<file path="config.mk">
export PLATFORM = sky130hd
export DESIGN_NAME = wmqtb_ctrl
export DESIGN_NICKNAME = d
export VERILOG_FILES = /design/src/rtl/core/windowed_multi_queue_trace_buffer_core_defines.svh /design/src/rtl/core/wmqtb_pkg.sv /design/src/rtl/core/wmqtb_ctrl.sv
export SDC_FILE = /design/constraint.sdc
export NUM_CORES = 1
export LEC_CHECK = 0
export BUFFER_PORTS_ARGS = -buffer_cell sky130_fd_sc_hd__buf_2
export CAP_MARGIN = 40
export CORE_UTILIZATION = 50
export DETAILED_ROUTE_END_ITERATION = 12
export PLACE_DENSITY = 0.78
export SLEW_MARGIN = 10
export SYNTH_ARGS = -nofsm -noshare
export SYNTH_HDL_FRONTEND = slang
export SYNTH_SLANG_ARGS = --single-unit
</file>
<file path="constraint.sdc">
create_clock -name clock -period 2.1 [get_ports clock]
set_clock_uncertainty 0.2 [all_clocks]
set_input_delay 0.21 -clock clock [delete_from_list [all_inputs] [get_ports clock]]
set_output_delay 0.21 -clock clock [all_outputs]
set_load 0.01 [all_outputs]
</file>
<file path="src/rtl/core/windowed_multi_queue_trace_buffer_core_defines.svh">
// Assertion macros for the trace buffer core.
// Included by files that carry concurrent checks; no other dependencies.
`ifndef WINDOWED_MULTI_QUEUE_TRACE_BUFFER_CORE_DEFINES_SVH
`define WINDOWED_MULTI_QUEUE_TRACE_BUFFER_CORE_DEFINES_SVH

`ifndef SYNTHESIS
// Same-cycle implication, disabled in reset.
`define WMQTB_ASSERT_IMPL(label, clk, rst, ante, cons) \
   label: assert property (@(posedge clk) disable iff (rst) (ante) |-> (cons)) \
      else $error("wmqtb check failed");
// Next-cycle implication, disabled in reset.
`define WMQTB_ASSERT_NEXT(label, clk, rst, ante, cons) \
   label: assert property (@(posedge clk) disable iff (rst) (ante) |=> (cons)) \
      else $error("wmqtb check failed");
`else
`define WMQTB_ASSERT_IMPL(label, clk, rst, ante, cons)
`define WMQTB_ASSERT_NEXT(label, clk, rst, ante, cons)
`endif

`endif

</file>
<file path="src/rtl/core/wmqtb_pkg.sv">
// Shared types, constants and helpers of the trace buffer core.
// No dependencies; the sequencer, datapath and top level import this package.
`default_nettype none
package wmqtb_pkg;

   localparam int NUM_TOPICS        = 4;
   localparam int ENTRIES_PER_TOPIC = 8;
   localparam int STORE_DEPTH       = NUM_TOPICS * ENTRIES_PER_TOPIC;
   localparam int TID_W             = $clog2(NUM_TOPICS);
   localparam int IDX_W             = $clog2(ENTRIES_PER_TOPIC);
   localparam int CNT_W             = $clog2(ENTRIES_PER_TOPIC + 1);
   localparam int ADDR_W            = $clog2(STORE_DEPTH);
   localparam int NCNT_W            = $clog2(STORE_DEPTH + 1);

   localparam int TOPIC_W    = 2;
   localparam int STAMP_W    = 63;
   localparam int LEN_W      = 24;
   localparam int HANDLE_W   = 32;
   localparam int TOTAL_W    = 30;
   localparam int ECOUNT_W   = 6;
   localparam int WIN_W      = 40;
   localparam int DIV_W      = 32;
   localparam int CSR_IDX_W  = 3;
   localparam int CSR_DATA_W = 40;
   localparam int WIN_REGS   = 4;

   localparam logic OP_MESSAGE  = 1'b0;
   localparam logic OP_SNAPSHOT = 1'b1;

   localparam logic [CSR_DATA_W-1:0] DEFAULT_WINDOW_RESET = 40'd10000000000;

   typedef enum logic [2:0] {
      KIND_ACCEPTED       = 3'd0,
      KIND_SKIPPED        = 3'd1,
      KIND_WINDOW_EVICT   = 3'd2,
      KIND_BUDGET_EVICT   = 3'd3,
      KIND_CAPACITY_EVICT = 3'd4,
      KIND_SNAP_ENTRY     = 3'd5,
      KIND_SNAP_EMPTY     = 3'd6
   } kind_type;

   typedef enum logic [CSR_IDX_W-1:0] {
      CSR_TOPIC_WINDOW_0  = 3'd0,
      CSR_TOPIC_WINDOW_1  = 3'd1,
      CSR_TOPIC_WINDOW_2  = 3'd2,
      CSR_TOPIC_WINDOW_3  = 3'd3,
      CSR_DEFAULT_WINDOW  = 3'd4,
      CSR_RATE_DIVISORS   = 3'd5,
      CSR_MAX_TOTAL_BYTES = 3'd6
   } csr_index_type;

   typedef enum logic [4:0] {
      ST_IDLE,
      ST_DECIDE,
      ST_SKIP,
      ST_CAP_RD,
      ST_CAP_EMIT,
      ST_APPEND,
      ST_WIN_RD,
      ST_WIN_CHK,
      ST_BUD_CHK,
      ST_BUD_SCAN,
      ST_BUD_DRAIN,
      ST_BUD_EMIT,
      ST_DONE,
      ST_SNAP_INIT,
      ST_SNAP_EMPTY,
      ST_SNAP_SCAN,
      ST_SNAP_DRAIN,
      ST_SNAP_EMIT
   } ctrl_state_type;

   typedef struct packed {
      logic [STAMP_W-1:0]  stamp;
      logic [STAMP_W-1:0]  wall;
      logic [LEN_W-1:0]    length;
      logic [HANDLE_W-1:0] handle;
   } entry_type;

   typedef struct packed {
      logic [STAMP_W-1:0] stamp;
      logic [TID_W-1:0]   topic;
      logic [IDX_W-1:0]   idx;
   } key_type;

   typedef struct packed {
      logic     take;
      logic     decimate;
      logic     rd_head;
      logic     append;
      logic     scan_start;
      logic     scan_step;
      logic     snap_init;
      logic     emit;
      logic     pop;
      logic     last;
      kind_type kind;
   } cmd_type;

   typedef struct packed {
      logic req_valid;
      logic is_snapshot;
      logic topic_ok;
      logic keep;
      logic queue_full;
      logic win_evict;
      logic over_budget;
      logic bud_last;
      logic scan_last;
      logic snap_empty;
      logic snap_last;
      logic out_free;
   } status_type;

   // Store address of entry off (0 = oldest) of topic t.
   function automatic logic [ADDR_W-1:0] slot_addr(input logic [TID_W-1:0] t,
                                                  input logic [IDX_W-1:0] head,
                                                  input logic [IDX_W-1:0] off);
      logic [IDX_W:0]  idx;
      logic [ADDR_W:0] base;
      idx = {1'b0, head} + {1'b0, off};
      if (idx >= (IDX_W+1)'(ENTRIES_PER_TOPIC)) begin
         idx = idx - (IDX_W+1)'(ENTRIES_PER_TOPIC);
      end
      base = (ADDR_W+1)'(t) * (ADDR_W+1)'(ENTRIES_PER_TOPIC);
      return ADDR_W'(base + (ADDR_W+1)'(idx));
   endfunction

endpackage
`default_nettype wire

</file>
<file path="src/rtl/core/wmqtb_ctrl.sv">
// Sequencer of the trace buffer: one state machine driving the datapath.
// Depends on wmqtb_pkg.
`default_nettype none
module wmqtb_ctrl (
   input  logic                   clock,
   input  logic                   reset,
   input  wmqtb_pkg::status_type  status,
   output wmqtb_pkg::cmd_type     cmd
);
   import wmqtb_pkg::*;

   ctrl_state_type state_ff, state_in;

   always_ff @(posedge clock) begin
      if (reset) begin
         state_ff <= ST_IDLE;
      end else begin
         state_ff <= state_in;
      end
   end

   always_comb begin
      state_in = state_ff;
      case (state_ff)
         ST_IDLE: begin
            if (status.req_valid) state_in = ST_DECIDE;
         end
         ST_DECIDE: begin
            if (status.is_snapshot) state_in = ST_SNAP_INIT;
            else if (!status.topic_ok || !status.keep) state_in = ST_SKIP;
            else if (status.queue_full) state_in = ST_CAP_RD;
            else state_in = ST_APPEND;
         end
         ST_SKIP: begin
            if (status.out_free) state_in = ST_IDLE;
         end
         ST_CAP_RD:   state_in = ST_CAP_EMIT;
         ST_CAP_EMIT: begin
            if (status.out_free) state_in = ST_APPEND;
         end
         ST_APPEND:   state_in = ST_WIN_RD;
         ST_WIN_RD:   state_in = ST_WIN_CHK;
         ST_WIN_CHK: begin
            if (!status.win_evict) state_in = ST_BUD_CHK;
            else if (status.out_free) state_in = ST_WIN_RD;
         end
         ST_BUD_CHK: begin
            state_in = status.over_budget ? ST_BUD_SCAN : ST_DONE;
         end
         ST_BUD_SCAN: begin
            if (status.scan_last) state_in = ST_BUD_DRAIN;
         end
         ST_BUD_DRAIN: state_in = ST_BUD_EMIT;
         ST_BUD_EMIT: begin
            if (status.out_free) state_in = status.bud_last ? ST_IDLE : ST_BUD_CHK;
         end
         ST_DONE: begin
            if (status.out_free) state_in = ST_IDLE;
         end
         ST_SNAP_INIT: begin
            state_in = status.snap_empty ? ST_SNAP_EMPTY : ST_SNAP_SCAN;
         end
         ST_SNAP_EMPTY: begin
            if (status.out_free) state_in = ST_IDLE;
         end
         ST_SNAP_SCAN: begin
            if (status.scan_last) state_in = ST_SNAP_DRAIN;
         end
         ST_SNAP_DRAIN: state_in = ST_SNAP_EMIT;
         ST_SNAP_EMIT: begin
            if (status.out_free) state_in = status.snap_last ? ST_IDLE : ST_SNAP_SCAN;
         end
         default: state_in = ST_IDLE;
      endcase
   end

   always_comb begin
      cmd = '0;
      cmd.kind = KIND_ACCEPTED;
      case (state_ff)
         ST_IDLE:   cmd.take = 1'b1;
         ST_DECIDE: cmd.decimate = 1'b1;
         ST_SKIP: begin
            cmd.emit = status.out_free;
            cmd.kind = KIND_SKIPPED;
            cmd.last = 1'b1;
         end
         ST_CAP_RD: cmd.rd_head = 1'b1;
         ST_CAP_EMIT: begin
            cmd.emit = status.out_free;
            cmd.pop  = status.out_free;
            cmd.kind = KIND_CAPACITY_EVICT;
         end
         ST_APPEND: cmd.append = 1'b1;
         ST_WIN_RD: cmd.rd_head = 1'b1;
         ST_WIN_CHK: begin
            cmd.emit = status.win_evict && status.out_free;
            cmd.pop  = status.win_evict && status.out_free;
            cmd.kind = KIND_WINDOW_EVICT;
         end
         ST_BUD_CHK:   cmd.scan_start = status.over_budget;
         ST_BUD_SCAN:  cmd.scan_step = 1'b1;
         ST_BUD_DRAIN: cmd.kind = KIND_BUDGET_EVICT;
         ST_BUD_EMIT: begin
            cmd.emit = status.out_free;
            cmd.pop  = status.out_free;
            cmd.kind = KIND_BUDGET_EVICT;
            cmd.last = status.bud_last;
         end
         ST_DONE: begin
            cmd.emit = status.out_free;
            cmd.kind = KIND_ACCEPTED;
            cmd.last = 1'b1;
         end
         ST_SNAP_INIT: begin
            cmd.snap_init  = 1'b1;
            cmd.scan_start = !status.snap_empty;
         end
         ST_SNAP_EMPTY: begin
            cmd.emit = status.out_free;
            cmd.kind = KIND_SNAP_EMPTY;
            cmd.last = 1'b1;
         end
         ST_SNAP_SCAN:  cmd.scan_step = 1'b1;
         ST_SNAP_DRAIN: cmd.kind = KIND_SNAP_ENTRY;
         ST_SNAP_EMIT: begin
            cmd.emit       = status.out_free;
            cmd.kind       = KIND_SNAP_ENTRY;
            cmd.last       = status.snap_last;
            cmd.scan_start = status.out_free && !status.snap_last;
         end
         default: cmd.kind = KIND_ACCEPTED;
      endcase
   end

endmodule
`default_nettype wire

</file>
==> results of run 1 <==
==> per-stage QoR <==
step	setup WS [ps]	utilization	std cells	TNS [ps]
2_1_floorplan	216	-	125	0
3_3_place_gp	65.0	0.700	169	0
3_5_place_dp	44.0	0.700	169	0
4_1_cts	6.42	0.731	174	0
5_1_grt	-5.64	0.754	175	-6.56
6_report	62.0	0.754	175	0
==> power by group through the flow <==
stage | Sequential [mW] | Combinational [mW] | Clock (mW)
floorplan | 0.159 | 0.831 | 0
CTS | 0.216 | 1.17 | 0.116
global placement | 0.208 | 1.13 | 0
global route | 0.235 | 1.34 | 0.122
finish | 0.226 | 1.23 | 0.110
detailed placement | 0.208 | 1.16 | 0
==> metal layers <==
| layer | GRT usage | up-vias | share of wire |
|---|---|---|---|
| met5 | 0 | - | 0 |
| met4 | 0.131 | 0 | 0.0081 |
| met3 | 0.0333 | 2 | 0.042 |
| met2 | 0.531 | 33 | 0.52 |
| met1 | 0.394 | 526 | 0.43 |
| li1 | - | 544 | - |
==> cell type report <==
class                   count  area, um^2
multi-input cells         107         723
fillers                   125         383
repair buffers             41         290
flip-flops and latches      5         109
clock buffers               4        26.3
well taps                  16        20.0
inverters                   2        7.51
==> worst max-delay path, cell delays in order, from the launching register on <==
cell and delay [ps]:
dfxtp_2 350, buf_12 160, or4b_1 500, a211o_1 340, o2111a_1 190, a211oi_2 210
==> cells by family after synthesis <==
logic type,synth area share
buf+inv,0.0807
flops,0.115
compound gates,0.323
simple gates,0.451
xor+xnor,0.0303
==> worst paths after layout <==
path	slack (ps)	startpoint	to
setup / recovery	60	state_ff[3]	state_ff[2]
hold / removal	260	status[6]	state_ff[3]
setup reg to reg	60	state_ff[3]	state_ff[2]
hold reg to reg	420	state_ff[4]	state_ff[4]
==> cells in the mapped netlist (3+ instances only) <==
master    instances  area share
dfxtp_1           5        0.12
nor2b_1           4       0.029
nand2b_1          5       0.036
a32oi_1           3       0.030
buf_2             5       0.029
nand3_1           5       0.029
nor3_1            5       0.029
nand2_1          11       0.048
a21oi_1          13       0.075
nor2_1           12       0.052
o21ai_0           5       0.029
==> what timing repair did <==
| item | CTS | global route |
|---|---|---|
| hold buffers | 1 | 0 |
| endpoints found under the hold margin | 1 | 0 |
| resized for setup | 7 | 8 |
| setup buffers | 0 | 1 |
| endpoints found under the setup margin | 2 | 4 |
==> impl_metrics.tcl, run 1 <==
set metrics [dict create \
    cts-root-buf "clkbuf_4" \
    finalMaxSlewViolations 0 \
    largest_register "state_ff" \
    power_mw 1.57 \
    power_frac_seq 0.144 \
    first_pass_iters 8 \
    wl_per_cell_um 15.5 \
    setup_violations 0 \
    worstMarginPinSlew_ps 328 \
    yosysWarnings 0 \
    hold_depth 4 \
    fp.dieW_um 43.7 \
    layout_min_cycle_time_ps 2040 \
    cts_tree "yes" \
    crit_arrival_ps 1990 \
    period_share 0.970 \
    cp_max_fo 18 \
    cts_made_buffers 3 \
    antenna_found_initial 0 \
    syn_area_um2 868 \
    synthArstFlopShare 0 \
    synth_edf_count 0 \
    final_common_cell "buf_2" \
    worstSetupPathType "reg -> reg" \
    ys_ff_latch 5 \
    placed_area_um2 1090 \
    top_regs "state_ff x5" \
    final_cell_mix "buf_2 (26), a21oi_1 (13), nor2_1 (12)" \
    cp-start-kind "register" \
    portBuffers 26 \
    internal_power_mw 0.786 \
    clock.fmax_mhz 491 \
    finalHoldViolCount 0 \
    drive_above_1_share 0.396 \
    grt_usage 0.311 \
    synth_top_flop_cell "dfxtp_1" \
    slew_headroom 0.779 \
    largest_register_ffs 5 \
    htree_levels 1 \
    p_per_area_nw_per_um2 1330 \
    fp.coreArea_um2 1560 \
    combPwrFrac 0.786 \
    ff2ff_path_depth 5 \
    vias 1105 \
    drtIter0Drc 28 \
    clkSinkCount 5 \
    synth_nets 139 \
    die_height_um 43.7 \
    p_leak_nw 0.514 \
    whs_ps 260 \
    yosysSeqAreaShare 0.115 \
    irDropWorstVdd_uv 906 \
    p_sw_frac 0.499 \
    syn_to_final_growth_pct 35.4 \
    power.net_switching_mw 0.782 \
    grt_pass1_vias 1008 \
    start_util 0.557 \
    critPathRequiredTime_ps 2060 \
    status "finished with violations" \
    grt-ovfl-total 0 \
    design_area_um2 1180 \
    drtAntennaViolNets 0 \
    endpoint_kind "register" \
    dpl.hpwl_um 2030 \
    grt_pass1_wl_um 4510 \
    clk_pin_slew_ps 40 \
    drv_cap 0 \
    row_count 14 \
    violations "design-rule violations" \
    diodes 0 \
    yosysUniqueCellTypes 51 \
    insertion_delay_ps 240 \
    grt_max_degree 19 \
    routed_via_density 6.31 \
    place.gp.congestion 0.923 \
    route.detailed.drc 3 \
    syn_avg_cell_area_um2 6.95 \
    syn_inst 125 \
    die_area_um2 1910 \
    cts_max_path_buffers 2 \
    p_clk_frac 0.070 \
    routed_wl_um 2710 \
    nets 174 \
    ioPinCount 27 \
    hold_path.class "in -> reg" \
]
Power figures use the tool's default switching activity.
==> run 2, diff against run 1 <==
--- a/config.mk
+++ b/config.mk
@@ -8,6 +8,7 @@
 export BUFFER_PORTS_ARGS = -buffer_cell sky130_fd_sc_hd__buf_2
 export CAP_MARGIN = 40
 export CORE_UTILIZATION = 50
+export CTS_BUF_LIST = sky130_fd_sc_hd__clkbuf_16
 export DETAILED_ROUTE_END_ITERATION = 12
 export PLACE_DENSITY = 0.78
 export SLEW_MARGIN = 10
==> run 2 against run 1 <==
Effect of this change: the flow still finishes with violations (design-rule violations); design area increased by 6.3%; setup slack got worse by 33 ps; sequential power about the same; critical path type is now reg -> out.
==> impl_metrics.tcl, run 2 (synthesis results as in run 1) <==
set metrics [dict create \
    cts_tree "yes" \
    hold_depth 2 \
    fp.coreArea_um2 1560 \
    critPathRequiredTime_ps 1690 \
    ioPinCount 27 \
    irDropWorstVdd_uv 1050 \
    nets 177 \
    setup_slack_ps 28.9 \
    route.detailed.drc 3 \
    grt_pass1_vias 1026 \
    ctsHoldBuffers 0 \
    clkSinkCount 5 \
    start_util 0.557 \
    largest_register "state_ff" \
    worstMarginPinSlew_ps 379 \
    cp-startpoint "state_ff[1]" \
    fill_cells 119 \
    drtIter0Drc 78 \
    design_area_um2 1250 \
    place.gp.congestion 0.923 \
    insertion_delay_ps 230 \
    clock.fmax_mhz 483 \
    finalMaxSlewViolations 0 \
    hold_path_end "state_ff[1]" \
    hold_path.class "in -> reg" \
    die_height_um 43.7 \
    clk_pin_slew_ps 30 \
    largest_register_ffs 5 \
    dp_slack_ps 44.0 \
    drtAntennaViolNets 0 \
    row_count 14 \
    cp-start-kind "register" \
    routed_via_density 6.72 \
    setup_violations 0 \
    cts_made_buffers 3 \
    routed_wl_um 3060 \
    reg2reg_from "state_ff[3]" \
    portBuffers 26 \
    crit_arrival_ps 1660 \
    cp_max_fo 6 \
    status "finished with violations" \
    grt-ovfl-total 0 \
    wl_per_cell_um 17.2 \
    drive_above_1_share 0.407 \
    period_share 0.986 \
    cts_max_path_buffers 2 \
    diodes 0 \
    grt_pass1_wl_um 4690 \
    cts-root-buf "clkbuf_16" \
    ff2ff_path_depth 5 \
    dpl.hpwl_um 2030 \
    antenna_found_initial 0 \
    layout_min_cycle_time_ps 2070 \
    worstHoldStart "reset" \
    p_per_area_nw_per_um2 1470 \
    finalCoreUtilization 0.802 \
    first_pass_iters 9 \
    vias 1196 \
    worstSetupPathType "reg -> out" \
    die_area_um2 1910 \
    syn_to_final_growth_pct 43.9 \
    power_mw 1.84 \
    finalHoldViolCount 0 \
    violations "design-rule violations" \
    fp.dieW_um 43.7 \
    grt_usage 0.326 \
    htree_levels 1 \
    final_common_cell "buf_2" \
    endpoint_kind "output port" \
    final_cell_mix "buf_2 (26), buf_4 (14), nor2_1 (12), a21oi_1 (12), nand2_1 (11)" \
    r2r_end "state_ff[2]" \
    r2r_slack_ps 40 \
    placed_area_um2 1090 \
    p_leak_nw 0.558 \
    drv_cap 0 \
    slew_headroom 0.744 \
    top_regs "state_ff x5" \
    grt_max_degree 19 \
]
## run 2: report_power, final
group,total (mW),switching [mW],internal [mW]
clock,0.319,0.0715,0.247
sequential,0.228,0.0838,0.145
combinational,1.29,0.697,0.591
## run 2: worst max path at each step
stage,to
after floorplan,cmd[3]
after global placement,state_ff[1]
after detailed placement,state_ff[2]
after CTS,state_ff[2]
after global routing,cmd[5]
final,cmd[5]
## run 2: layer usage
metal,global-route usage,share of wire,up-vias
li1,-,-,552
met5,0,0,-
met2,0.546,0.50,74
met3,0.0500,0.093,10
met4,0.150,0.033,0
met1,0.408,0.37,560
## run 2: layout make-up
type | instances | area, um^2 | share of cell area
multi-input combinational | 107 | 724 | 0.580
sequential | 5 | 109 | 0.0871
tap | 16 | 20.0 | 0.0160
clock buffer | 3 | 75.1 | 0.0601
timing repair buffer | 44 | 310 | 0.248
inverter | 2 | 7.51 | 0.00601
clock inverter | 1 | 3.75 | 0.00300
## run 2: metrics by stage
stage / hold slack, ps / std cells / setup TNS (ps)
final: 26.0 / 178 / 0
after global routing: 40.5 / 178 / -33.6
after CTS: 12.0 / 174 / 0
after detailed placement: 250 / 169 / 0
after global placement: 234 / 169 / 0
after floorplan: 74.6 / 125 / 0
## run 2: timing repair
action,CTS,global route
gates resized for setup,6,8
endpoints found under the hold margin,0,0
pin swaps,1,1
setup buffers,1,4
setup endpoints to repair,3,5
## run 2: worst max-delay path, stage by stage (launching register included)
cell and delay (ps):
dfxtp_2 400, and2b_1 250, a32oi_2 160, buf_4 170
a21o_1 170, a21boi_1 130, buf_2 150
